===== src/rtl/char_lcd_nibble_sequencer_assert.svh =====
// ----------------------------------------------------------------------------
// char_lcd_nibble_sequencer_assert.svh
// Assertion macros used by the LCD sequencer RTL.
// ----------------------------------------------------------------------------
`ifndef CHAR_LCD_NIBBLE_SEQUENCER_ASSERT_SVH
`define CHAR_LCD_NIBBLE_SEQUENCER_ASSERT_SVH

// same-cycle implication, held off during reset
`define CLCD_ASSERT_NOW(label, clk, rst, ante, cons) \
  label: assert property (@(posedge clk) disable iff (rst) (ante) |-> (cons)) \
    else $error("clcd check failed");

// next-cycle implication, held off during reset
`define CLCD_ASSERT_NEXT(label, clk, rst, ante, cons) \
  label: assert property (@(posedge clk) disable iff (rst) (ante) |=> (cons)) \
    else $error("clcd check failed");

`endif


===== src/rtl/clcd_pkg.sv =====
`timescale 1ns / 1ps
// ----------------------------------------------------------------------------
// clcd_pkg
// Types, codes and the microcode table of the character LCD sequencer.
// ----------------------------------------------------------------------------
package clcd_pkg;

  typedef enum logic [2:0] {
    CMD_INIT   = 3'd0,
    CMD_CHAR   = 3'd1,
    CMD_WRITE  = 3'd2,
    CMD_CURSOR = 3'd3,
    CMD_CLEAR  = 3'd4
  } cmd_t;

  typedef enum logic [1:0] {
    CFG_POWER_UP  = 2'd0,
    CFG_INIT_PULS = 2'd1,
    CFG_PULSE     = 2'd2,
    CFG_CLEAR     = 2'd3
  } cfg_idx_t;

  typedef enum logic [1:0] {RS_LATCH, RS_ZERO, RS_REQ} rs_src_t;
  typedef enum logic [1:0] {NIB_LATCH, NIB_CONST, NIB_HI, NIB_LO} nib_src_t;
  // HOLD_PULSE_X: pulse plus the clear wait when the request carries it
  typedef enum logic [1:0] {HOLD_POWER, HOLD_INIT, HOLD_PULSE, HOLD_PULSE_X} hold_src_t;
  typedef enum logic {SEQ_NEXT, SEQ_END} seq_t;

  typedef struct packed {
    rs_src_t   rs_src;
    logic      en;
    nib_src_t  nib_src;
    logic [3:0] nib_const;
    hold_src_t hold_src;
    seq_t      seq;
  } ctrl_t;

  typedef struct packed {
    logic       rs;
    logic       en;
    logic [3:0] nib;
    logic [8:0] hold;
  } pin_t;

  localparam int PC_W = 5;
  localparam logic [PC_W-1:0] PC_INIT = 5'd0;
  localparam logic [PC_W-1:0] PC_BYTE = 5'd25;
  localparam logic [PC_W-1:0] PC_LAST = 5'd28;

  function automatic ctrl_t mk(rs_src_t rs, logic en, nib_src_t ns, logic [3:0] nc,
                               hold_src_t hs, seq_t sq);
    ctrl_t c;
    c.rs_src    = rs;
    c.en        = en;
    c.nib_src   = ns;
    c.nib_const = nc;
    c.hold_src  = hs;
    c.seq       = sq;
    return c;
  endfunction

  // microcode: init program at 0..24, generic byte routine at 25..28
  function automatic ctrl_t rom_word(logic [PC_W-1:0] pc);
    ctrl_t w;
    w = mk(RS_ZERO, 1'b0, NIB_LATCH, 4'h0, HOLD_PULSE, SEQ_END);
    case (pc)
      5'd0:  w = mk(RS_LATCH, 1'b0, NIB_LATCH, 4'h0, HOLD_POWER, SEQ_NEXT);
      5'd1:  w = mk(RS_ZERO, 1'b1, NIB_CONST, 4'h3, HOLD_INIT, SEQ_NEXT);
      5'd2:  w = mk(RS_ZERO, 1'b0, NIB_CONST, 4'h3, HOLD_INIT, SEQ_NEXT);
      5'd3:  w = mk(RS_ZERO, 1'b1, NIB_CONST, 4'h3, HOLD_INIT, SEQ_NEXT);
      5'd4:  w = mk(RS_ZERO, 1'b0, NIB_CONST, 4'h3, HOLD_INIT, SEQ_NEXT);
      5'd5:  w = mk(RS_ZERO, 1'b1, NIB_CONST, 4'h3, HOLD_INIT, SEQ_NEXT);
      5'd6:  w = mk(RS_ZERO, 1'b0, NIB_CONST, 4'h3, HOLD_INIT, SEQ_NEXT);
      5'd7:  w = mk(RS_ZERO, 1'b1, NIB_CONST, 4'h2, HOLD_INIT, SEQ_NEXT);
      5'd8:  w = mk(RS_ZERO, 1'b0, NIB_CONST, 4'h2, HOLD_INIT, SEQ_NEXT);
      // function set 0x28
      5'd9:  w = mk(RS_ZERO, 1'b1, NIB_CONST, 4'h2, HOLD_PULSE, SEQ_NEXT);
      5'd10: w = mk(RS_ZERO, 1'b0, NIB_CONST, 4'h2, HOLD_PULSE, SEQ_NEXT);
      5'd11: w = mk(RS_ZERO, 1'b1, NIB_CONST, 4'h8, HOLD_PULSE, SEQ_NEXT);
      5'd12: w = mk(RS_ZERO, 1'b0, NIB_CONST, 4'h8, HOLD_PULSE, SEQ_NEXT);
      // display on 0x0C
      5'd13: w = mk(RS_ZERO, 1'b1, NIB_CONST, 4'h0, HOLD_PULSE, SEQ_NEXT);
      5'd14: w = mk(RS_ZERO, 1'b0, NIB_CONST, 4'h0, HOLD_PULSE, SEQ_NEXT);
      5'd15: w = mk(RS_ZERO, 1'b1, NIB_CONST, 4'hC, HOLD_PULSE, SEQ_NEXT);
      5'd16: w = mk(RS_ZERO, 1'b0, NIB_CONST, 4'hC, HOLD_PULSE, SEQ_NEXT);
      // clear 0x01, extra wait on its last state
      5'd17: w = mk(RS_ZERO, 1'b1, NIB_CONST, 4'h0, HOLD_PULSE, SEQ_NEXT);
      5'd18: w = mk(RS_ZERO, 1'b0, NIB_CONST, 4'h0, HOLD_PULSE, SEQ_NEXT);
      5'd19: w = mk(RS_ZERO, 1'b1, NIB_CONST, 4'h1, HOLD_PULSE, SEQ_NEXT);
      5'd20: w = mk(RS_ZERO, 1'b0, NIB_CONST, 4'h1, HOLD_PULSE_X, SEQ_NEXT);
      // entry mode 0x06
      5'd21: w = mk(RS_ZERO, 1'b1, NIB_CONST, 4'h0, HOLD_PULSE, SEQ_NEXT);
      5'd22: w = mk(RS_ZERO, 1'b0, NIB_CONST, 4'h0, HOLD_PULSE, SEQ_NEXT);
      5'd23: w = mk(RS_ZERO, 1'b1, NIB_CONST, 4'h6, HOLD_PULSE, SEQ_NEXT);
      5'd24: w = mk(RS_ZERO, 1'b0, NIB_CONST, 4'h6, HOLD_PULSE, SEQ_END);
      // byte routine
      5'd25: w = mk(RS_REQ, 1'b1, NIB_HI, 4'h0, HOLD_PULSE, SEQ_NEXT);
      5'd26: w = mk(RS_REQ, 1'b0, NIB_HI, 4'h0, HOLD_PULSE, SEQ_NEXT);
      5'd27: w = mk(RS_REQ, 1'b1, NIB_LO, 4'h0, HOLD_PULSE, SEQ_NEXT);
      5'd28: w = mk(RS_REQ, 1'b0, NIB_LO, 4'h0, HOLD_PULSE_X, SEQ_END);
      default: w = mk(RS_ZERO, 1'b0, NIB_LATCH, 4'h0, HOLD_PULSE, SEQ_END);
    endcase
    return w;
  endfunction

endpackage


===== src/rtl/char_lcd_nibble_sequencer.sv =====
`timescale 1ns / 1ps
// ----------------------------------------------------------------------------
// char_lcd_nibble_sequencer
// 4-bit character LCD sequencer: each request runs a microcode routine that
// produces a run of pin states (register select, enable, nibble, hold).
// ----------------------------------------------------------------------------
// The request is registered when taken; pin states are registered into m_tdata after it.
// Throughput: one pin state per cycle from the microcode step counter while the output
//   is not stalled; init runs the init program, byte requests the byte routine, one request in flight.
// Unknown commands are taken and produce nothing.
// Reset: idle, latches cleared, registers back to 50/5/1/2 ms.
module char_lcd_nibble_sequencer (
  input  logic        clk,
  input  logic        rst,
  input  logic        cfg_we,
  input  logic [1:0]  cfg_addr,
  input  logic [7:0]  cfg_wdata,
  input  logic        s_tvalid,
  output logic        s_tready,
  input  logic [15:0] s_tdata,   // byte_value[7:0], column[13:8], line_select[14], pad
  input  logic [2:0]  s_tuser,   // cmd[2:0]
  output logic        m_tvalid,
  input  logic        m_tready,
  output logic [15:0] m_tdata,   // enable_pin[0], nibble_pins[4:1], hold_ms[13:5], pad
  output logic        m_tuser,   // reg_select
  output logic        m_tlast
);
  import clcd_pkg::*;

  logic [7:0] power_up_wait_ms, init_pulse_ms, pulse_ms, clear_wait_ms;
  logic       busy;
  logic [PC_W-1:0] pc;
  logic       select_latch;
  logic [3:0] nibble_latch;
  logic       rs_req, add_clear;
  logic [7:0] byte_reg;
  logic       accept, adv;
  cmd_t       req_cmd;
  logic [7:0] cursor_addr;
  ctrl_t      ctrl;
  pin_t       pin;

  assign s_tready = !busy;
  assign accept   = s_tvalid && s_tready;
  assign adv      = busy && (!m_tvalid || m_tready);
  assign req_cmd  = cmd_t'(s_tuser);
  assign cursor_addr = {1'b1, s_tdata[14], 6'd0} + {2'b00, s_tdata[13:8]};
  assign ctrl     = rom_word(pc);

  clcd_emit u_emit (
    .ctrl             (ctrl),
    .rs_req           (rs_req),
    .byte_reg         (byte_reg),
    .add_clear        (add_clear),
    .select_latch     (select_latch),
    .nibble_latch     (nibble_latch),
    .power_up_wait_ms (power_up_wait_ms),
    .init_pulse_ms    (init_pulse_ms),
    .pulse_ms         (pulse_ms),
    .clear_wait_ms    (clear_wait_ms),
    .pin              (pin)
  );

  // control state and registers
  always_ff @(posedge clk) begin
    if (rst) begin
      power_up_wait_ms <= 8'd50;
      init_pulse_ms    <= 8'd5;
      pulse_ms         <= 8'd1;
      clear_wait_ms    <= 8'd2;
      busy             <= 1'b0;
      pc               <= PC_INIT;
      m_tvalid         <= 1'b0;
      select_latch     <= 1'b0;
      nibble_latch     <= 4'd0;
    end else begin
      if (cfg_we) begin
        unique case (cfg_idx_t'(cfg_addr))
          CFG_POWER_UP:  power_up_wait_ms <= cfg_wdata;
          CFG_INIT_PULS: init_pulse_ms    <= cfg_wdata;
          CFG_PULSE:     pulse_ms         <= cfg_wdata;
          default:       clear_wait_ms    <= cfg_wdata;
        endcase
      end
      if (accept) begin
        priority case (req_cmd)
          CMD_INIT: begin
            busy <= 1'b1;
            pc   <= PC_INIT;
          end
          CMD_CHAR, CMD_WRITE, CMD_CURSOR, CMD_CLEAR: begin
            busy <= 1'b1;
            pc   <= PC_BYTE;
          end
          default: busy <= 1'b0;
        endcase
      end
      if (adv) m_tvalid <= 1'b1;
      else if (m_tready) m_tvalid <= 1'b0;
      if (adv) begin
        select_latch <= pin.rs;
        nibble_latch <= pin.nib;
        if (ctrl.seq == SEQ_END) busy <= 1'b0;
        else pc <= pc + 1'b1;
      end
    end
  end

  // request and output payload
  always_ff @(posedge clk) begin
    if (accept) begin
      rs_req    <= (req_cmd == CMD_CHAR);
      add_clear <= (req_cmd == CMD_CLEAR) || (req_cmd == CMD_INIT);
      priority case (req_cmd)
        CMD_CURSOR: byte_reg <= cursor_addr;
        CMD_CLEAR:  byte_reg <= 8'h01;
        default:    byte_reg <= s_tdata[7:0];
      endcase
    end
    if (adv) begin
      m_tdata <= {2'b00, pin.hold, pin.nib, pin.en};
      m_tuser <= pin.rs;
      m_tlast <= (ctrl.seq == SEQ_END);
    end
  end

`include "char_lcd_nibble_sequencer_assert.svh"

  `CLCD_ASSERT_NOW(a_pc_range, clk, rst, busy, pc <= PC_LAST)
  `CLCD_ASSERT_NEXT(a_init_entry, clk, rst, accept && req_cmd == CMD_INIT, busy && pc == PC_INIT)
  `CLCD_ASSERT_NEXT(a_end_idles, clk, rst, adv && ctrl.seq == SEQ_END, !busy && m_tvalid && m_tlast)

endmodule


===== src/rtl/clcd_emit.sv =====
`timescale 1ns / 1ps
// ----------------------------------------------------------------------------
// clcd_emit
// Datapath: turns one control word into a pin state.
// ----------------------------------------------------------------------------
module clcd_emit (
  input  clcd_pkg::ctrl_t ctrl,
  input  logic            rs_req,
  input  logic [7:0]      byte_reg,
  input  logic            add_clear,
  input  logic            select_latch,
  input  logic [3:0]      nibble_latch,
  input  logic [7:0]      power_up_wait_ms,
  input  logic [7:0]      init_pulse_ms,
  input  logic [7:0]      pulse_ms,
  input  logic [7:0]      clear_wait_ms,
  output clcd_pkg::pin_t  pin
);
  import clcd_pkg::*;

  logic [7:0] extra;

  assign extra = add_clear ? clear_wait_ms : 8'd0;

  always_comb begin
    pin.en = ctrl.en;
    unique case (ctrl.rs_src)
      RS_LATCH: pin.rs = select_latch;
      RS_REQ:   pin.rs = rs_req;
      default:  pin.rs = 1'b0;
    endcase
    unique case (ctrl.nib_src)
      NIB_LATCH: pin.nib = nibble_latch;
      NIB_CONST: pin.nib = ctrl.nib_const;
      NIB_HI:    pin.nib = byte_reg[7:4];
      default:   pin.nib = byte_reg[3:0];
    endcase
    unique case (ctrl.hold_src)
      HOLD_POWER: pin.hold = {1'b0, power_up_wait_ms};
      HOLD_INIT:  pin.hold = {1'b0, init_pulse_ms};
      HOLD_PULSE: pin.hold = {1'b0, pulse_ms};
      default:    pin.hold = {1'b0, pulse_ms} + {1'b0, extra};
    endcase
  end

endmodule

===== config.mk =====
export PLATFORM = sky130hd
export DESIGN_NAME = char_lcd_nibble_sequencer
export DESIGN_NICKNAME = d
export VERILOG_FILES = /design/src/rtl/clcd_pkg.sv /design/src/rtl/char_lcd_nibble_sequencer.sv /design/src/rtl/clcd_emit.sv
export VERILOG_INCLUDE_DIRS = /design/src /design/src/rtl
export SDC_FILE = /design/constraint.sdc
export NUM_CORES = 1
export LEC_CHECK = 0
export ABC_AREA = 1
export BUFFER_PORTS_ARGS = -buffer_cell sky130_fd_sc_hd__buf_2
export CORE_UTILIZATION = 50
export DETAILED_ROUTE_END_ITERATION = 7
export PLACE_DENSITY_LB_ADDON = 0.12
export SLEW_MARGIN = 20
export SYNTH_ARGS = -nofsm -noshare
export SYNTH_HDL_FRONTEND = slang
export SYNTH_SLANG_ARGS = --single-unit
export TNS_END_PERCENT = 100

===== constraint.sdc =====
create_clock -name clk -period 3.2 [get_ports clk]
set_clock_uncertainty 0.2 [all_clocks]
set_input_delay 0.48 -clock clk [delete_from_list [all_inputs] [get_ports clk]]
set_output_delay 0.48 -clock clk [all_outputs]
set_load 0.005 [all_outputs]

==> flow_summary.json <==
{
  "outcome": "complete, no violations",
  "cts_sinks": 81,
  "crit_path_max_incr_delay_ns": 0.38,
  "ys_warn_count": 0,
  "totalPowerFinal_mw": 2.477,
  "cts_hold_buf": 0,
  "port_buffers": 50,
  "grt_pass1_vias": 3165,
  "placementRows": 31,
  "antenna_found_initial": 0,
  "startpoint_type": "flip-flop",
  "wl_per_cell_um": 13.39,
  "clkLatencyLatePin_ns": 0.36,
  "irDropWorstVdd_mv": 0.2572,
  "synth_seq_area_share_pct": 48.47,
  "worst_hold_slack_ns": 0.1831,
  "cap_violations": 0,
  "finalHoldViolations": 0,
  "min_path_type": "in -> reg",
  "cts_buffer_depth": 2,
  "n_antenna_cell": 0,
  "start_util_pct": 52.68,
  "cp_slowest_cell": "dfxtp_1",
  "core_area_um2": 7370,
  "via_count": 3401,
  "htree_levels": 3,
  "first_iter_violations": 169,
  "syn-instance-count": 487,
  "cts_tree": "built",
  "gp_congestion": 0.8238,
  "synth.avg_cell_area_um2": 7.972,
  "power.density_nw_per_um2": 554.7,
  "io_pins": 54,
  "drc": 0,
  "regArea_um2": 1882,
  "vias_per_cell": 5.257,
  "dp_hpwl_um": 6171,
  "r2r_setup_slack_ns": 0.70,
  "crit_chain": "nor2_2, buf_4, nand2_2, inv_1, o21ai_0, a21oi_2, inv_1, ha_1, nand2_2, nand3_1, nand3_1, nand2_1",
  "die_y_um": 90.12,
  "period_needed_ns": 2.498,
  "ys_ff_latch": 81,
  "max_slew.worst_pin.slew_ns": 0.7724,
  "setup_viol": 0,
  "tns_ns": 0,
  "cts-root-buf": "clkbuf_8",
  "gr-total-overflow": 0,
  "rsz0062_at_grt": "false",
  "regMostFlops": "m_tdata",
  "yosysUniqueCellTypes": 37,
  "grt_pass1_wl_um": 14750,
  "clk_pin_slew_ns": 0.09,
  "syn_to_final_growth_pct": 15.02,
  "multi_input_area_um2": 1752,
  "crit_type": "reg -> reg",
  "fillers": 680,
  "cp.required_ns": 3.25,
  "final_max_slew_viol_count": 0,
  "num-nets-final": 591,
  "numCtsBuffers": 9,
  "drive_gt1_share_pct": 17.88,
  "routed_wl_um": 8662,
  "fin_crit_sh_pct": 78.07,
  "die_area_um2": 8122,
  "drt_pass1_iterations": 5,
  "postCtsResizedCells": 0,
  "end_kind": "flip-flop",
  "largest_reg_flops": 14,
  "postLayoutCoreUtil_pct": 60.59,
  "slew_headroom_pct": 48.32,
  "ant_nets": 0,
  "crit_path_max_fanout": 10,
  "cts_setup_buffers": 0,
  "leakagePower_nw": 2.169,
  "synth_area_um2": 3882,
  "grt_max_degree": 42,
  "fmax_ghz": 0.4003,
  "crit_arrival_ns": 2.55,
  "grt.total_usage_pct": 22.82,
  "die_x_um": 90.12
}
==> placed cells by master (no fill, tap or decap), drive strengths merged, types with 4 or more instances in the layout <==
master / netlist / final
nand3: 47 / 47
a21oi: 17 / 17
ha: 13 / 13
or2: 4 / 4
a22o: 9 / 9
nand4: 6 / 6
o21ai: 39 / 39
clkinv: 3 / 4
inv: 53 / 55
nor3: 5 / 5
edfxtp: 26 / 26
nor2: 74 / 74
clkbuf: 6 / 9
buf: 3 / 53
nand2: 111 / 111
a31oi: 6 / 6
dfxtp: 55 / 55
==> through the flow <==
step / instances / instance area (um2) / worst slack, ns
after floorplan: 488 / 3886 / 0.8806
after global placement: 631 / 4240 / 0.6410
after detailed placement: 631 / 4240 / 0.5815
after CTS: 647 / 4466 / 0.7238
after global routing: 647 / 4466 / 0.4821
final: 647 / 4466 / 0.7018
==> synthesized netlist by cell type <==
library cell	instances	share of area, %
nand2_1	102	9.9
nor2_1	69	6.7
dfxtp_1	55	28
inv_1	48	4.6
nand3_1	46	5.9
o21ai_0	36	4.6
edfxtp_1	26	20
a21oi_1	16	2.1
ha_1	13	4.2
a22o_1	9	2.0
a31oi_1	6	0.97
clkbuf_1	6	0.58
nand2_2	6	0.97
nand4_1	6	0.97
inv_2	5	0.48
nor2_2	5	0.81
or2_2	4	0.64
clkinv_1	3	0.29
nand2_4	3	0.87
nor3_2	3	0.77
buf_4	2	0.39
nor3_1	2	0.26
o21ai_1	2	0.26
a211oi_1	1	0.19
a21o_1	1	0.19
a21oi_2	1	0.23
buf_2	1	0.13
conb_1	1	0.097
fa_1	1	0.52
nand3_4	1	0.45
nand3b_1	1	0.19
nor3b_1	1	0.19
o2111ai_1	1	0.23
o211ai_1	1	0.19
o21a_1	1	0.19
o21ai_2	1	0.23
xor2_1	1	0.23
==> kinds of logic after synthesis <==
| family | synth area share [%] |
|---|---|
| buffers and inverters | 6.510 |
| AO/OA/AOI/OAI | 11.41 |
| AND/OR/NAND/NOR | 28.59 |
| other | 0.09659 |
| flip-flops | 48.47 |
| adder cells (fa/ha/maj) | 4.705 |
| XOR/XNOR | 0.2256 |
==> per-layer routing <==
layer	vias to the layer above	global-route usage (%)	share of wire, %
met4	0	7.796	2.0
li1	1720	-	-
met5	-	0	0
met2	100	40.90	51
met3	15	4.399	4.9
met1	1566	27.18	42
==> area by class of cell <==
type / instances / share of cell area (%)
timing repair buffer: 53 / 6.108
inverter: 56 / 4.707
clock inverter: 7 / 2.270
multi-input combinational: 342 / 39.23
sequential: 81 / 42.14
tap: 99 / 2.774
clock buffer: 9 / 2.774
==> critical path: cells and delay by family (launching register included) <==
family,cells,cell delay (ns)
flops,1,0.38
fa+ha+maj,1,0.24
buf+inv,3,0.39
compound gates,2,0.40
simple gates,6,0.77
==> power by group <==
group	switching [mW]	internal, mW	total (mW)
Clock	0.400	0.446	0.846
Sequential	0.0533	1.16	1.22
Combinational	0.269	0.145	0.414
==> final timing paths <==
check / end / cells after the start / start
worst max-delay path: ctrl[5] / 12 / busy
worst min-delay path: busy / 2 / rst
worst max register to register: ctrl[5] / 12 / busy
worst min register to register: m_tdata[0] / 0 / ctrl[9]
(Power assumes the default switching activity.)
